<file path="config.mk">
export PLATFORM = sky130hd
export DESIGN_NAME = mouse_packet_cursor_tracker_top
export DESIGN_NICKNAME = d
export VERILOG_FILES = /design/src/rtl/mpct_pkg.sv /design/src/rtl/mpct_cfg_regs.sv /design/src/rtl/mpct_core.sv /design/src/rtl/mouse_packet_cursor_tracker_top.sv
export SDC_FILE = /design/constraint.sdc
export NUM_CORES = 1
export LEC_CHECK = 0
export ABC_CLOCK_PERIOD_IN_PS = 6100
export BUFFER_PORTS_ARGS = -buffer_cell sky130_fd_sc_hd__buf_2
export CAP_MARGIN = 20
export CORE_MARGIN = 10
export CORE_UTILIZATION = 50
export CTS_BUF_LIST = sky130_fd_sc_hd__clkbuf_16
export DETAILED_ROUTE_END_ITERATION = 8
export PLACE_DENSITY = 0.81
export SKIP_CTS_REPAIR_TIMING = 1
export SLEW_MARGIN = 20
export SYNTH_ARGS = -nofsm -noshare
export SYNTH_HDL_FRONTEND = slang
export SYNTH_SLANG_ARGS = --single-unit
</file>
<file path="constraint.sdc">
create_clock -name i_clk -period 6.1 [get_ports i_clk]
set_input_delay 0.915 -clock i_clk [delete_from_list [all_inputs] [get_ports i_clk]]
set_output_delay 0.915 -clock i_clk [all_outputs]
set_load 0.02 [all_outputs]
</file>
<file path="src/rtl/mpct_pkg.sv">
// mpct_pkg: shared types, constants and helper functions for the mouse packet
// cursor tracker. No dependencies.
`timescale 1ns / 1ps
`default_nettype none

package mpct_pkg;

    // register map, index = paddr / 4
    localparam int unsigned ADDR_W = 4;
    localparam logic [1:0] REG_SCALE_MODE = 2'd0;
    localparam logic [1:0] REG_X_LIMIT    = 2'd1;
    localparam logic [1:0] REG_Y_LIMIT    = 2'd2;

    localparam logic [9:0] X_LIMIT_RST  = 10'd628;
    localparam logic [8:0] Y_LIMIT_RST  = 9'd459;
    localparam logic [9:0] CURSOR_X_RST = 10'd320;
    localparam logic [8:0] CURSOR_Y_RST = 9'd240;
    localparam logic [1:0] BUTTONS_RST  = 2'b10;

    typedef struct packed {
        logic       scale_mode;
        logic [9:0] x_limit;
        logic [8:0] y_limit;
    } t_cfg;

    // signed delta, optionally divided by four truncating toward zero
    function automatic logic signed [7:0] scale_delta(input logic [7:0] b,
                                                      input logic mode);
        logic signed [7:0] d;
        logic signed [7:0] biased;
        begin
            d      = $signed(b);
            biased = d[7] ? d + 8'sd3 : d;
            scale_delta = mode ? (biased >>> 2) : d;
        end
    endfunction

    // force a signed coordinate into 0..lim
    function automatic logic [9:0] clamp_coord(input logic signed [11:0] v,
                                               input logic [9:0] lim);
        begin
            if (v[11]) begin
                clamp_coord = '0;
            end else if (v[10:0] > {1'b0, lim}) begin
                clamp_coord = lim;
            end else begin
                clamp_coord = v[9:0];
            end
        end
    endfunction

endpackage

`default_nettype wire

</file>
<file path="src/rtl/mpct_cfg_regs.sv">
// mpct_cfg_regs: APB-style configuration registers (scale mode, limits).
// Depends on mpct_pkg.
`timescale 1ns / 1ps
`default_nettype none

module mpct_cfg_regs (
    input  wire logic                       i_clk,
    input  wire logic                       i_rst_n,
    input  wire logic                       i_psel,
    input  wire logic                       i_penable,
    input  wire logic                       i_pwrite,
    input  wire logic [mpct_pkg::ADDR_W-1:0] i_paddr,
    input  wire logic [31:0]                i_pwdata,
    output logic      [31:0]                o_prdata,
    output logic                            o_pready,
    output mpct_pkg::t_cfg                  o_cfg
);
    import mpct_pkg::*;

    t_cfg       r_cfg;
    logic [1:0] reg_idx;
    logic       wr_en;

    assign reg_idx  = i_paddr[3:2];
    assign wr_en    = i_psel && i_penable && i_pwrite;
    assign o_pready = 1'b1;
    assign o_cfg    = r_cfg;

    always_ff @(posedge i_clk) begin
        if (!i_rst_n) begin
            r_cfg.scale_mode <= 1'b0;
            r_cfg.x_limit    <= X_LIMIT_RST;
            r_cfg.y_limit    <= Y_LIMIT_RST;
        end else if (wr_en) begin
            unique case (reg_idx)
                REG_SCALE_MODE: r_cfg.scale_mode <= i_pwdata[0];
                REG_X_LIMIT:    r_cfg.x_limit    <= i_pwdata[9:0];
                REG_Y_LIMIT:    r_cfg.y_limit    <= i_pwdata[8:0];
                default: ;
            endcase
        end
    end

    always_comb begin
        unique case (reg_idx)
            REG_SCALE_MODE: o_prdata = {31'd0, r_cfg.scale_mode};
            REG_X_LIMIT:    o_prdata = {22'd0, r_cfg.x_limit};
            REG_Y_LIMIT:    o_prdata = {23'd0, r_cfg.y_limit};
            default:        o_prdata = '0;
        endcase
    end

endmodule

`default_nettype wire

</file>
<file path="src/rtl/mpct_core.sv">
// mpct_core: input register, byte phase tracking, cursor update and result
// register. Depends on mpct_pkg.
`timescale 1ns / 1ps
`default_nettype none

module mpct_core (
    input  wire logic           i_clk,
    input  wire logic           i_rst_n,
    input  wire mpct_pkg::t_cfg i_cfg,
    input  wire logic           i_s_tvalid,
    output logic                o_s_tready,
    input  wire logic [7:0]     i_s_tdata,
    output logic                o_m_tvalid,
    input  wire logic           i_m_tready,
    output logic      [23:0]    o_m_tdata,
    output logic      [1:0]     o_phase
);
    import mpct_pkg::*;

    localparam logic [1:0] PH_VERT = 2'd0;
    localparam logic [1:0] PH_BTN  = 2'd1;
    localparam logic [1:0] PH_HORZ = 2'd2;

    logic       r_in_valid;
    logic [7:0] r_in_byte;
    logic [1:0] r_phase, n_phase;
    logic [7:0] r_vdelta;
    logic [1:0] r_btn;
    logic [9:0] r_cur_x, n_cur_x;
    logic [8:0] r_cur_y, n_cur_y;
    logic       r_out_valid, n_out_valid;
    logic [9:0] r_out_x;
    logic [8:0] r_out_y;
    logic [1:0] r_out_btn;

    logic              proc_fire;
    logic              s_ready;
    logic signed [7:0]  dx, dy;
    logic signed [11:0] nx, ny;
    logic [9:0]         cy_wide;

    assign proc_fire  = r_in_valid && (!r_out_valid || i_m_tready);
    assign s_ready    = !r_in_valid || proc_fire;
    assign o_s_tready = s_ready;

    always_comb begin
        dx      = scale_delta(r_in_byte, i_cfg.scale_mode);
        dy      = scale_delta(r_vdelta, i_cfg.scale_mode);
        nx      = $signed({2'b00, r_cur_x}) + 12'(dx);
        ny      = $signed({3'b000, r_cur_y}) - 12'(dy);
        n_cur_x = clamp_coord(nx, i_cfg.x_limit);
        cy_wide = clamp_coord(ny, {1'b0, i_cfg.y_limit});
        n_cur_y = cy_wide[8:0];
    end

    // the unused phase code is taken as a first byte
    always_comb begin
        unique case (r_phase)
            PH_BTN:  n_phase = PH_HORZ;
            PH_HORZ: n_phase = PH_VERT;
            default: n_phase = PH_BTN;
        endcase
    end

    // result appears when the third byte is processed
    always_comb begin
        if (proc_fire && r_phase == PH_HORZ) begin
            n_out_valid = 1'b1;
        end else if (i_m_tready) begin
            n_out_valid = 1'b0;
        end else begin
            n_out_valid = r_out_valid;
        end
    end

    always_ff @(posedge i_clk) begin
        if (!i_rst_n) begin
            r_in_valid  <= 1'b0;
            r_phase     <= PH_VERT;
            r_vdelta    <= '0;
            r_btn       <= BUTTONS_RST;
            r_cur_x     <= CURSOR_X_RST;
            r_cur_y     <= CURSOR_Y_RST;
            r_out_valid <= 1'b0;
        end else begin
            if (s_ready) begin
                r_in_valid <= i_s_tvalid;
            end
            r_out_valid <= n_out_valid;
            if (proc_fire) begin
                r_phase <= n_phase;
                unique case (r_phase)
                    PH_BTN:  r_btn <= r_in_byte[1:0];
                    PH_HORZ: begin
                        r_cur_x <= n_cur_x;
                        r_cur_y <= n_cur_y;
                    end
                    default: r_vdelta <= r_in_byte;
                endcase
            end
        end
    end

    always_ff @(posedge i_clk) begin
        if (s_ready && i_s_tvalid) begin
            r_in_byte <= i_s_tdata;
        end
        if (proc_fire && r_phase == PH_HORZ) begin
            r_out_x   <= n_cur_x;
            r_out_y   <= n_cur_y;
            r_out_btn <= r_btn;
        end
    end

    assign o_m_tvalid = r_out_valid;
    assign o_m_tdata  = {3'b000, r_out_btn[1], r_out_btn[0], r_out_y, r_out_x};
    assign o_phase    = r_phase;

endmodule

`default_nettype wire

</file>
<file path="src/rtl/mouse_packet_cursor_tracker_top.sv">
// mouse_packet_cursor_tracker_top: top level, config registers plus core.
// Depends on mpct_pkg, mpct_cfg_regs, mpct_core.
//
//   port group   direction  content
//   i_s_*        in         one mouse byte per item
//   o_m_*        out        cursor position and buttons after each 3-byte group
//   apb (i_p*)   in/out     scale_mode @0x0, x_limit @0x4, y_limit @0x8
//
// one byte is accepted per cycle while no result waits on i_m_tready; each
// byte waits in the input register and its result, if any, is registered into
// the output register as the byte is processed. a result waiting on
// i_m_tready holds the byte behind it; input flows as long as results are taken.
// synchronous active-low reset: cursor at 320,240, right button set, phase 0.
`timescale 1ns / 1ps
`default_nettype none

module mouse_packet_cursor_tracker_top (
    input  wire logic        i_clk,
    input  wire logic        i_rst_n,
    input  wire logic        i_s_tvalid,
    output logic             o_s_tready,
    input  wire logic [7:0]  i_s_tdata,   // [7:0] data_byte
    output logic             o_m_tvalid,
    input  wire logic        i_m_tready,
    output logic      [23:0] o_m_tdata,   // [9:0] x_pos, [18:10] y_pos,
                                          // [19] left_button, [20] right_button
    input  wire logic        i_psel,
    input  wire logic        i_penable,
    input  wire logic        i_pwrite,
    input  wire logic [3:0]  i_paddr,
    input  wire logic [31:0] i_pwdata,
    output logic      [31:0] o_prdata,
    output logic             o_pready
);
    import mpct_pkg::*;

    t_cfg       cfg;
    logic [1:0] phase;

    mpct_cfg_regs u_cfg (
        .i_clk     (i_clk),
        .i_rst_n   (i_rst_n),
        .i_psel    (i_psel),
        .i_penable (i_penable),
        .i_pwrite  (i_pwrite),
        .i_paddr   (i_paddr),
        .i_pwdata  (i_pwdata),
        .o_prdata  (o_prdata),
        .o_pready  (o_pready),
        .o_cfg     (cfg)
    );

    mpct_core u_core (
        .i_clk      (i_clk),
        .i_rst_n    (i_rst_n),
        .i_cfg      (cfg),
        .i_s_tvalid (i_s_tvalid),
        .o_s_tready (o_s_tready),
        .i_s_tdata  (i_s_tdata),
        .o_m_tvalid (o_m_tvalid),
        .i_m_tready (i_m_tready),
        .o_m_tdata  (o_m_tdata),
        .o_phase    (phase)
    );

    a_phase_valid: assert property (@(posedge i_clk) disable iff (!i_rst_n)
        phase != 2'd3)
        else $error("byte phase reached unused code");

    a_x_clamped: assert property (@(posedge i_clk) disable iff (!i_rst_n)
        o_m_tvalid |-> o_m_tdata[9:0] <= cfg.x_limit)
        else $error("x_pos above x_limit");

    a_y_clamped: assert property (@(posedge i_clk) disable iff (!i_rst_n)
        o_m_tvalid |-> o_m_tdata[18:10] <= cfg.y_limit)
        else $error("y_pos above y_limit");

    a_result_after_third: assert property (@(posedge i_clk) disable iff (!i_rst_n)
        (o_m_tvalid && !$past(o_m_tvalid)) |-> $past(phase) == 2'd2 && phase == 2'd0)
        else $error("result without a third byte");

endmodule

`default_nettype wire

</file>
==> summary.md, run 1 <==
| Metric | Value |
|---|---|
| Setup ws final | about 530 ps |
| Number of DRC markers in iteration 0 | ~640 |
| Post-Route Setup TNS | 0 ps |
| Post-synth top area share | approximately a fifth |
| Final hold slack | roughly 460 ps |
| Place WS | between 600 and 700 ps |
| Total CTS buffers | 9 |
| Most used DFF post-synth | dfxtp_1 |
| Total global routing overflow | 0 |
| Post-synthesis average cell area | roughly 8.4 um^2 |
| Max-slew violations | 0 |
| CORE AREA | 10400 um^2 |
| Max VDD drop | 0.171 mV |
| Syn Inst Count | approximately 630 |
| Seq/Total Area, Yosys | roughly 36% |
| H-tree lvl count | 3 |
| Vias per cell | between 5 and 6 |
| Clock Sinks | 82 |
| RePlAce Congestion | about 0.94 |
| Die height | 123 um |
| Synth top area cells | dfxtp_1, edfxtp_1, ha_1 |
| Maximum root-to-sink buffer count | 2 |
| Fillers | approximately 900 |
| Cell variety after synth | 61 |
| Pwr Total | between 1 and 1.5 mW |
| Max Cap Violations | 0 |
| Final min period | approximately 5600 ps |
| HP Class | reg2reg |
| Die Wd | roughly 120 um |
| CP startpoint kind | flip-flop |
| Worst setup EP type | flip-flop |
| Synthesis-to-layout area growth | 11.3% |
| Layout Skew | 4.72 ps |
| Layout cells sized above 1 | between 10% and 20% |
| WL/cell | roughly 17 um |
| Pleak | around 2.5 nW |
| Final period util | between 90% and 100% |
| Pin count of the biggest net entering global routing | 28 |
| Antenna-violating nets left | 0 |
| Clk Tree Root Cell | clkbuf_16 |
| Syn. warnings | 0 |
| Slew Limit Headroom | 37.9% |
| Crit path DAT | 5770 ps |
| Vias | 4837 |
| Row count | 37 |
| Detail Placement HPWL | about 11000 um |
| Async S/R FF share, synth | 0% |
| Number of nets in the layout | ~780 |
| Final Hold Viols | 0 |
| Vias in the first global route | 4548 |
| Final Setup Violations | 0 |
| Ports | 110 |
| Worst-Skew Late Latency | 340 ps |
| RSZ-0062 raised after global routing | no |
| Dpl cell area | between 5000 and 6000 um^2 |
| Port bufs | 59 |
| CTS tree | done |
| Fmax | roughly 0.18 GHz |
| Initial antenna violation count | 1 |
| Setup CP Type | reg2reg |
| First-pass GRT wire length | 22100 um |
| #FFs+latches synth | ~80 |
| Worst Tran Pin Value | 924 ps |
| Status | finished, final reports clean |
| DRC viols | 0 |
| Pre-Repair DR Iteration Count | 5 |
| All-layer global routing usage | a little under a fifth |
| Max FO, Critical Path | 20 |
| Post-synth EDFFs | 29 |
| Design area | slightly below 6000 um^2 |
| PwrDens | around 240 nW/um^2 |
| Initial Util | about half |
| Worst endpoint required time | approximately 6300 ps |
| Total wire length | around 14000 um |
| Clock slew at reported path FFs | roughly 60 ps |
| Synthesized area | ~5300 um^2 |
| Die area | approximately 15000 um^2 |
| Cell taking the most area after synthesis | dfxtp_1 |
[power breakdown]
group          leakage (nW)  internal, mW  switching, mW
Clock                 0.147         0.296          0.216
Sequential            0.695         0.588         0.0165
Combinational          1.61         0.119          0.205
Total                  2.45          1.00          0.438
[area by class of cell]
cell class / count / area, um^2 / share of cell area [%]
antenna: 1 / 2.50 / 0.0422
inverter: 39 / 146 / 2.47
tap: 136 / 170 / 2.87
clock inverter: 6 / 30.0 / 0.506
multi-input combinational: 485 / 3050 / 51.4
sequential: 82 / 1930 / 32.6
timing repair buffer: 66 / 348 / 5.87
clock buffer: 10 / 250 / 4.22
[critical path, stage by stage, from the launching register on]
cell,delay (ps)
dfxtp_1,700
inv_1,320
o21ai_0,230
o21ai_0,110
ha_1,250
fa_1,420
a32o_1,300
o31a_1,270
nor3_1,240
xnor2_1,200
ha_1,310
a21o_1,190
a211o_1,280
a2111oi_0,420
o21ai_0,390
buf_4,300
mux2i_1,140
o311ai_0,370
[metrics by stage]
step | instances | util [%]
6_report | 825 | 57.2
2_1_floorplan | 656 | -
4_1_cts | 824 | 57.2
3_3_place_gp | 808 | 54.5
3_5_place_dp | 808 | 54.5
5_1_grt | 824 | 57.2
[cells in the mapped netlist, drive strengths merged, types with 7 or more instances]
| master | number |
|---|---|
| nand2 | 82 |
| a21oi | 55 |
| dfxtp | 53 |
| o21ai | 45 |
| ha | 43 |
| nor2 | 41 |
| inv | 37 |
| buf | 32 |
| edfxtp | 29 |
| nand3 | 26 |
| o211ai | 21 |
| clkbuf | 18 |
| xnor2 | 14 |
| mux2i | 13 |
| nand4 | 12 |
| nor3 | 11 |
| a22o | 9 |
| a21o | 7 |
| nor2b | 7 |
[state kept, by name, summed over array words and instances (netlist names)]
signal / count
u_cfg.o_cfg: 20
u_core.r_out_btn: 2
u_core.r_vdelta: 8
u_core.r_in_byte: 8
u_core.r_cur_x: 10
u_core.r_cur_y: 9
u_core.r_in_valid: 1
u_core.r_btn: 2
u_core.o_phase: 2
u_core.o_m_tvalid: 1
u_core.r_out_x: 10
u_core.r_out_y: 9
[logic make-up after synthesis]
family	after synthesis	share of synthesized area (%)
other	2	0.141
xor gates and xnor gates	17	2.79
and+or+nand+nor	210	18.5
adders and majority gates	45	10.9
muxes	13	2.44
AOI/OAI and AO/OA	174	20.6
DFF	82	36.3
buffers and inverters	89	8.41
[placed cells by master, fill, tap and decap left out, drive strengths merged, types with 21 or more instances in the layout]
cell,instances
nand2,82
buf,66
a21oi,55
dfxtp,53
o21ai,45
ha,43
nor2,41
inv,41
edfxtp,29
nand3,26
conb,26
o211ai,21
[per-layer routing]
metal | part of all wire, % | GRT usage (%)
met5 | 0 | 0
met1 | 43 | 23.0
met4 | 3.1 | 7.35
met2 | 45 | 28.4
met3 | 9.3 | 4.97
[path summary, 6_finish.rpt]
| check | start | endpoint | slack [ps] | depth (start not counted) |
|---|---|---|---|---|
| setup / recovery | u_cfg.o_cfg[19] | u_core.r_cur_x[8] | 530 | 17 |
| hold / removal | u_core.r_btn[1] | u_core.r_out_btn[1] | 460 | 0 |
| setup reg to reg | u_cfg.o_cfg[19] | u_core.r_cur_x[8] | 530 | 17 |
| hold reg to reg | u_core.r_btn[1] | u_core.r_out_btn[1] | 460 | 0 |
Power figures use the tool's default switching activity.
==> run 2, diff against run 1 <==
Settings changed: PLACE_DENSITY 0.81 to 0.85.
==> run 2 against run 1 <==
  * Final cell count stayed put
  * Critical endpoint is now u_core.r_out_y[7]
  * First-iteration DRC count rose by 6.2%
  * Non-clock buffer count unchanged
  * Hold slack lost 6.8 ps
  * Sequential share of layout area about the same
  * Core utilization grew 0.084 points
  * Combinational power barely moved
  * Clock power increased by 3.9%
  * Via count grew 1.6%
  * Routed wire length grew 1.1%
  * Setup slack better by 320 ps
  * Clock-buffer cell count decreased by 1
==> summary.md, run 2 (synthesis gave the netlist of run 1 again) <==
| Metric | Value |
|---|---|
| Non-Filler Instances | between 800 and 900 |
| Die area | ~15000 um^2 |
| Pin count of the biggest net entering global routing | 30 |
| Highest routed metal layer | met4 |
| Fillers | between 900 and 1000 |
| Met3 wire length | about 1400 um |
| Antenna-violating nets left | 0 |
| Register-to-Register Path Depth | 17 |
| Worst endpoint required time | 6200 ps |
| Worst Tran Pin Value | about 920 ps |
| Layout cells sized above 1 | about 13% |
| Met2 WL post-DR | around 6400 um |
| Max FO, Critical Path | 12 |
| Max incr delay on CP | about 800 ps |
| Vias in the first global route | 4642 |
| Total wire length | 14100 um |
| Most common cell after layout, fill and taps aside | nand2_1 |
| DRC viols | 0 |
| Cell at the slowest stage of the critical path | or4b_2 |
| PwrDens | between 200 and 250 nW/um^2 |
| Final min period | ~5200 ps |
| Vias per cell | approximately 6.0 |
| Worst-Skew Late Latency | between 300 and 400 ps |
| Port bufs | between 50 and 60 |
| Clk Tree Root Cell | clkbuf_16 |
| Worst-path cell chain | inv_1, o21ai_0, o21ai_0, ha_1, fa_1, nand2b_1, a21o_1, a21oi_1, a21oi_1, xnor2_1, ha_1, a21oi_1, o21ai_0, o22a_1, or4b_2, a21o_1, and3_1 |
| WL/cell | between 15 and 20 um |
| Die Wd | between 100 and 150 um |
| Final Setup Violations | 0 |
| Pwr Total | between 1 and 1.5 mW |
| Pleak | 2.45 nW |
| Met1 wire length | 5870 um |
| Hold Path End | u_core.r_out_btn[1] |
| Status | finished, final reports clean |
| Crit path DAT | about 5400 ps |
| Commonest cells after routing, fill and taps aside | nand2_1, buf_2, a21oi_1, dfxtp_1, o21ai_0 |
| All-layer global routing usage | 18.1% |
| Max reg flops | 20 |
| Inst Count DP | about 800 |
| CORE AREA | ~10000 um^2 |
| Initial Util | 51.4% |
| First-pass GRT wire length | 22300 um |
| Worst setup EP type | flip-flop |
| HP Class | reg2reg |
| Clock Sinks | about 80 |
| Hold depth | 0 |
| Final Hold Viols | 0 |
| RSZ-0062 raised after global routing | no |
| Layout Skew | 5.26 ps |
| Clock slew at reported path FFs | about 60 ps |
| Synthesis-to-layout area growth | 11.5% |
| Slew Limit Headroom | about two fifths |
| Initial antenna violation count | 1 |
| Pre-Repair DR Iteration Count | 5 |
| Max Cap Violations | 0 |
| Post-Route Setup TNS | 0 ps |
| Fmax | between 0.15 and 0.2 GHz |
| Die height | 123 um |
| Worst reg2reg path endpoint | u_core.r_out_y[7] |
| Number of nets in the layout | 779 |
| Hold wc startpoint | u_core.r_btn[1] |
| Layout Utilization | 57.3% |
| Max-slew violations | 0 |
| Number of DRC markers in iteration 0 | approximately 680 |
| Total global routing overflow | 0 |
| Setup CP Type | reg2reg |
| Row count | 37 |
| Ports | 110 |
| Max VDD drop | approximately 0.12 mV |
| RePlAce Congestion | 0.892 |
| Total CTS buffers | 9 |
| CP startpoint kind | flip-flop |
| Worst r2r src | u_cfg.o_cfg[19] |
| H-tree lvl count | 3 |
| Final period util | between 80% and 90% |
| Maximum root-to-sink buffer count | 2 |
| Vias | ~4900 |
| Detail Placement HPWL | between 10000 and 15000 um |
| CTS tree | done |
| R2R setup slack | ~850 ps |
==> run 2: changes by cell type in the layout (fill, tap and decap cells not counted) <==
cell       change
clkinv_2       +1
inv_1          +1
clkinv_4       +1
clkbuf_16      -1
inv_2          -2
bufinv_16      +1
inv_4          -1
==> run 2: report_power, final <==
| group | leakage [nW] | total [mW] | internal, mW | switching, mW |
|---|---|---|---|---|
| clock | 0.149 | 0.532 | 0.313 | 0.219 |
| sequential | 0.695 | 0.605 | 0.588 | 0.0163 |
| combinational | 1.61 | 0.326 | 0.119 | 0.207 |
| total | 2.45 | 1.46 | 1.02 | 0.442 |
==> run 2: worst max-delay path by stage <==
stage | from | to | slack, ps | cells after the start
finish | u_cfg.o_cfg[19] | u_core.r_out_y[7] | 850 | 17
global route | u_cfg.o_cfg[19] | u_core.r_out_x[1] | 530 | 16
CTS | u_cfg.o_cfg[19] | u_core.r_out_y[7] | 970 | 17
detailed placement | u_cfg.o_cfg[19] | u_core.r_cur_x[8] | 1020 | 16
global placement | u_cfg.o_cfg[19] | u_core.r_out_y[7] | 1130 | 17
floorplan | u_cfg.o_cfg[19] | u_core.r_out_y[8] | 1740 | 20
==> run 2: area by class of cell <==
class	count	area, um^2	area share, %
antenna	1	2.50	0.0421
sequential	82	1930	32.5
clock buffer	9	225	3.79
inverter	39	146	2.47
multi-input combinational	485	3050	51.4
clock inverter	7	63.8	1.07
tap	136	170	2.87
timing repair buffer	66	348	5.86
==> run 2: worst max-delay path: cells and delay by family (launching register included) <==
family | cells | cell delay (ps)
AO/OA/AOI/OAI | 9 | 1720
AND/OR/NAND/NOR | 3 | 1180
adder cells (fa/ha/maj) | 3 | 970
flip-flops | 1 | 580
XOR/XNOR | 1 | 300
buffers and inverters | 1 | 260
==> run 2: routing by layer <==
metal	global-route usage [%]	up-vias
li1	-	2342
met4	7.64	0
met2	30.3	259
met5	0	-
met3	3.74	37
met1	22.2	2275
==> run 2: per-stage QoR <==
stage                     cell area [um^2]  setup slack [ps]  hold WS [ps]
after CTS                             5940               974           455
after global placement                5650              1130           444
after global routing                  5940               532           456
after floorplan                       5420              1740           408
final                                 5940               851           451
after detailed placement              5650              1020           439
==> run 3, diff against run 2 <==
Settings changed: HOLD_SLACK_MARGIN set to 0.08, PLACE_DENSITY 0.85 to 0.79.
==> run 3 against run 2 <==
  * Critical path depth up 2
  * Hold slack gained 1.9 ps
  * Clock skew increased by 1.1 ps
  * Clock-buffer cell count rose by 1
  * Via count increased by 0.16%
  * Largest power group unchanged
  * Highest routed layer unchanged
==> summary.md, run 3 (synthesis gave the netlist of run 1 again) <==
| Metric | Value |
|---|---|
| Max incr delay on CP | roughly 800 ps |
| Layout Skew | roughly 6.4 ps |
| Worst path top cell family by delay | compound AO/OA/AOI/OAI gates |
| Final period util | 86.1% |
| PwrDens | roughly 250 nW/um^2 |
| Worst endpoint required time | around 6200 ps |
| Die area | about 15000 um^2 |
| Ports | 110 |
| Fmax | around 0.19 GHz |
| Initial antenna violation count | 1 |
| Layout cells sized above 1 | between 10% and 20% |
| Max FO, Critical Path | 12 |
| Inst Count DP | ~810 |
| H-tree lvl count | 3 |
| Number of DRC markers in iteration 0 | a little under 600 |
| Vias per cell | around 6.0 |
| Vias | about 5000 |
| Number of nets in the layout | slightly below 800 |
| Port bufs | 59 |
| Worst setup path startpoint | u_cfg.o_cfg[19] |
| Most common cell after layout, fill and taps aside | nand2_1 |
| Clock slew at reported path FFs | around 60 ps |
| Met3 wire length | between 1000 and 1500 um |
| Post-Route Setup TNS | 0 ps |
| Max-slew violations | 0 |
| Slew Limit Headroom | roughly a third |
| Total wire length | approximately 14000 um |
| Cell at the slowest stage of the critical path | or4b_2 |
| Final min period | around 5300 ps |
| Max reg flops | 20 |
| Pin count of the biggest net entering global routing | 28 |
| Met1 wire length | ~6000 um |
| Most used cell, CP | a21oi_1 |
| RSZ-0062 raised after global routing | no |
| First-pass GRT wire length | between 20000 and 25000 um |
| Total CTS buffers | 9 |
| Final Hold Viols | 0 |
| Worst setup EP type | flip-flop |
| WL/cell | 17.5 um |
| CP bufs+invs | 2 |
| Clk Tree Root Cell | clkbuf_16 |
| CP startpoint kind | flip-flop |
| Clock Sinks | 82 |
| Non-Filler Instances | a little over 800 |
| Final hold slack | 453 ps |
| Die Wd | 123 um |
| Final Setup Violations | 0 |
| RePlAce Congestion | 0.917 |
| Setup CP Type | reg2reg |
| Worst-path cell chain | buf_4, nand2_1, o41a_1, inv_2, nor2_1, a21oi_1, ha_1, or3_1, o21ai_0, a21oi_1, a21oi_1, xnor2_1, ha_1, a21oi_1, o21ai_0, o22a_1, or4b_2, a21o_1, and3_1 |
| All-layer global routing usage | roughly a fifth |
| Antenna-violating nets left | 0 |
| Worst Tran Pin Value | ~1000 ps |
| Worst-Skew Late Latency | 340 ps |
| Row count | 37 |
| Max VDD drop | 0.117 mV |
| Die height | between 100 and 150 um |
| Synthesis-to-layout area growth | 11.7% |
| Status | finished, final reports clean |
| Pre-Repair DR Iteration Count | 7 |
| Initial Util | between 50% and 60% |
| Met2 WL post-DR | ~6700 um |
| Hold wc startpoint | u_core.r_btn[0] |
| CORE AREA | between 10000 and 15000 um^2 |
| HP Class | reg2reg |
| Worst r2r src | u_cfg.o_cfg[19] |
| Crit path DAT | 5350 ps |
| Highest routed metal layer | met4 |
| Maximum root-to-sink buffer count | 2 |
| Commonest cells after routing, fill and taps aside | nand2_1, buf_2, a21oi_1, dfxtp_1, o21ai_0 |
| Max Cap Violations | 0 |
| Total global routing overflow | 0 |
| Vias in the first global route | 4770 |
| CTS tree | done |
| Pleak | around 2.5 nW |
| DRC viols | 0 |
| Detail Placement HPWL | between 10000 and 15000 um |
[run 3: changes by cell type in the layout (fill, tap and decap cells not counted), sizes merged]
cell | before | now
clkbuf | 9 | 10
clkinv | 6 | 4
inv | 39 | 40
[run 3: final timing paths]
kind	endpoint	slack (ps)	depth (start not counted)
min	u_core.r_out_btn[0]	450	0
min reg2reg	u_core.r_out_btn[0]	450	0
max	u_core.r_out_y[7]	850	19
max reg2reg	u_core.r_out_y[7]	850	19
[run 3: cell type report]
cell class,count,area (um^2)
multi-input combinational,485,3050
clock buffer,10,250
inverter,39,146
sequential,82,1930
timing repair buffer,66,348
antenna,1,2.50
clock inverter,6,50.0
tap,136,170
fill,899,4420
[run 3: metal layers]
| layer | global-route usage [%] | vias to the layer above |
|---|---|---|
| met1 | 23.1 | 2285 |
| met2 | 30.4 | 242 |
| met3 | 4.97 | 47 |
| li1 | - | 2347 |
| met5 | 0 | - |
| met4 | 9.10 | 0 |
[run 3: stage by stage]
stage | cell area (um^2) | util, % | power (mW) | setup WS (ps)
floorplan | 5420 | - | 0.865 | 1740
global placement | 5650 | 54.5 | 0.918 | 1040
detailed placement | 5650 | 54.5 | 0.933 | 950
CTS | 5950 | 57.3 | 1.48 | 887
global route | 5950 | 57.3 | 1.55 | 555
finish | 5950 | 57.4 | 1.48 | 847
[run 3: report_power, final]
part | internal, mW | leakage, nW | switching, mW
logic | 0.120 | 1.61 | 0.210
clock network | 0.335 | 0.159 | 0.213
registers | 0.588 | 0.695 | 0.0170
total | 1.04 | 2.46 | 0.440
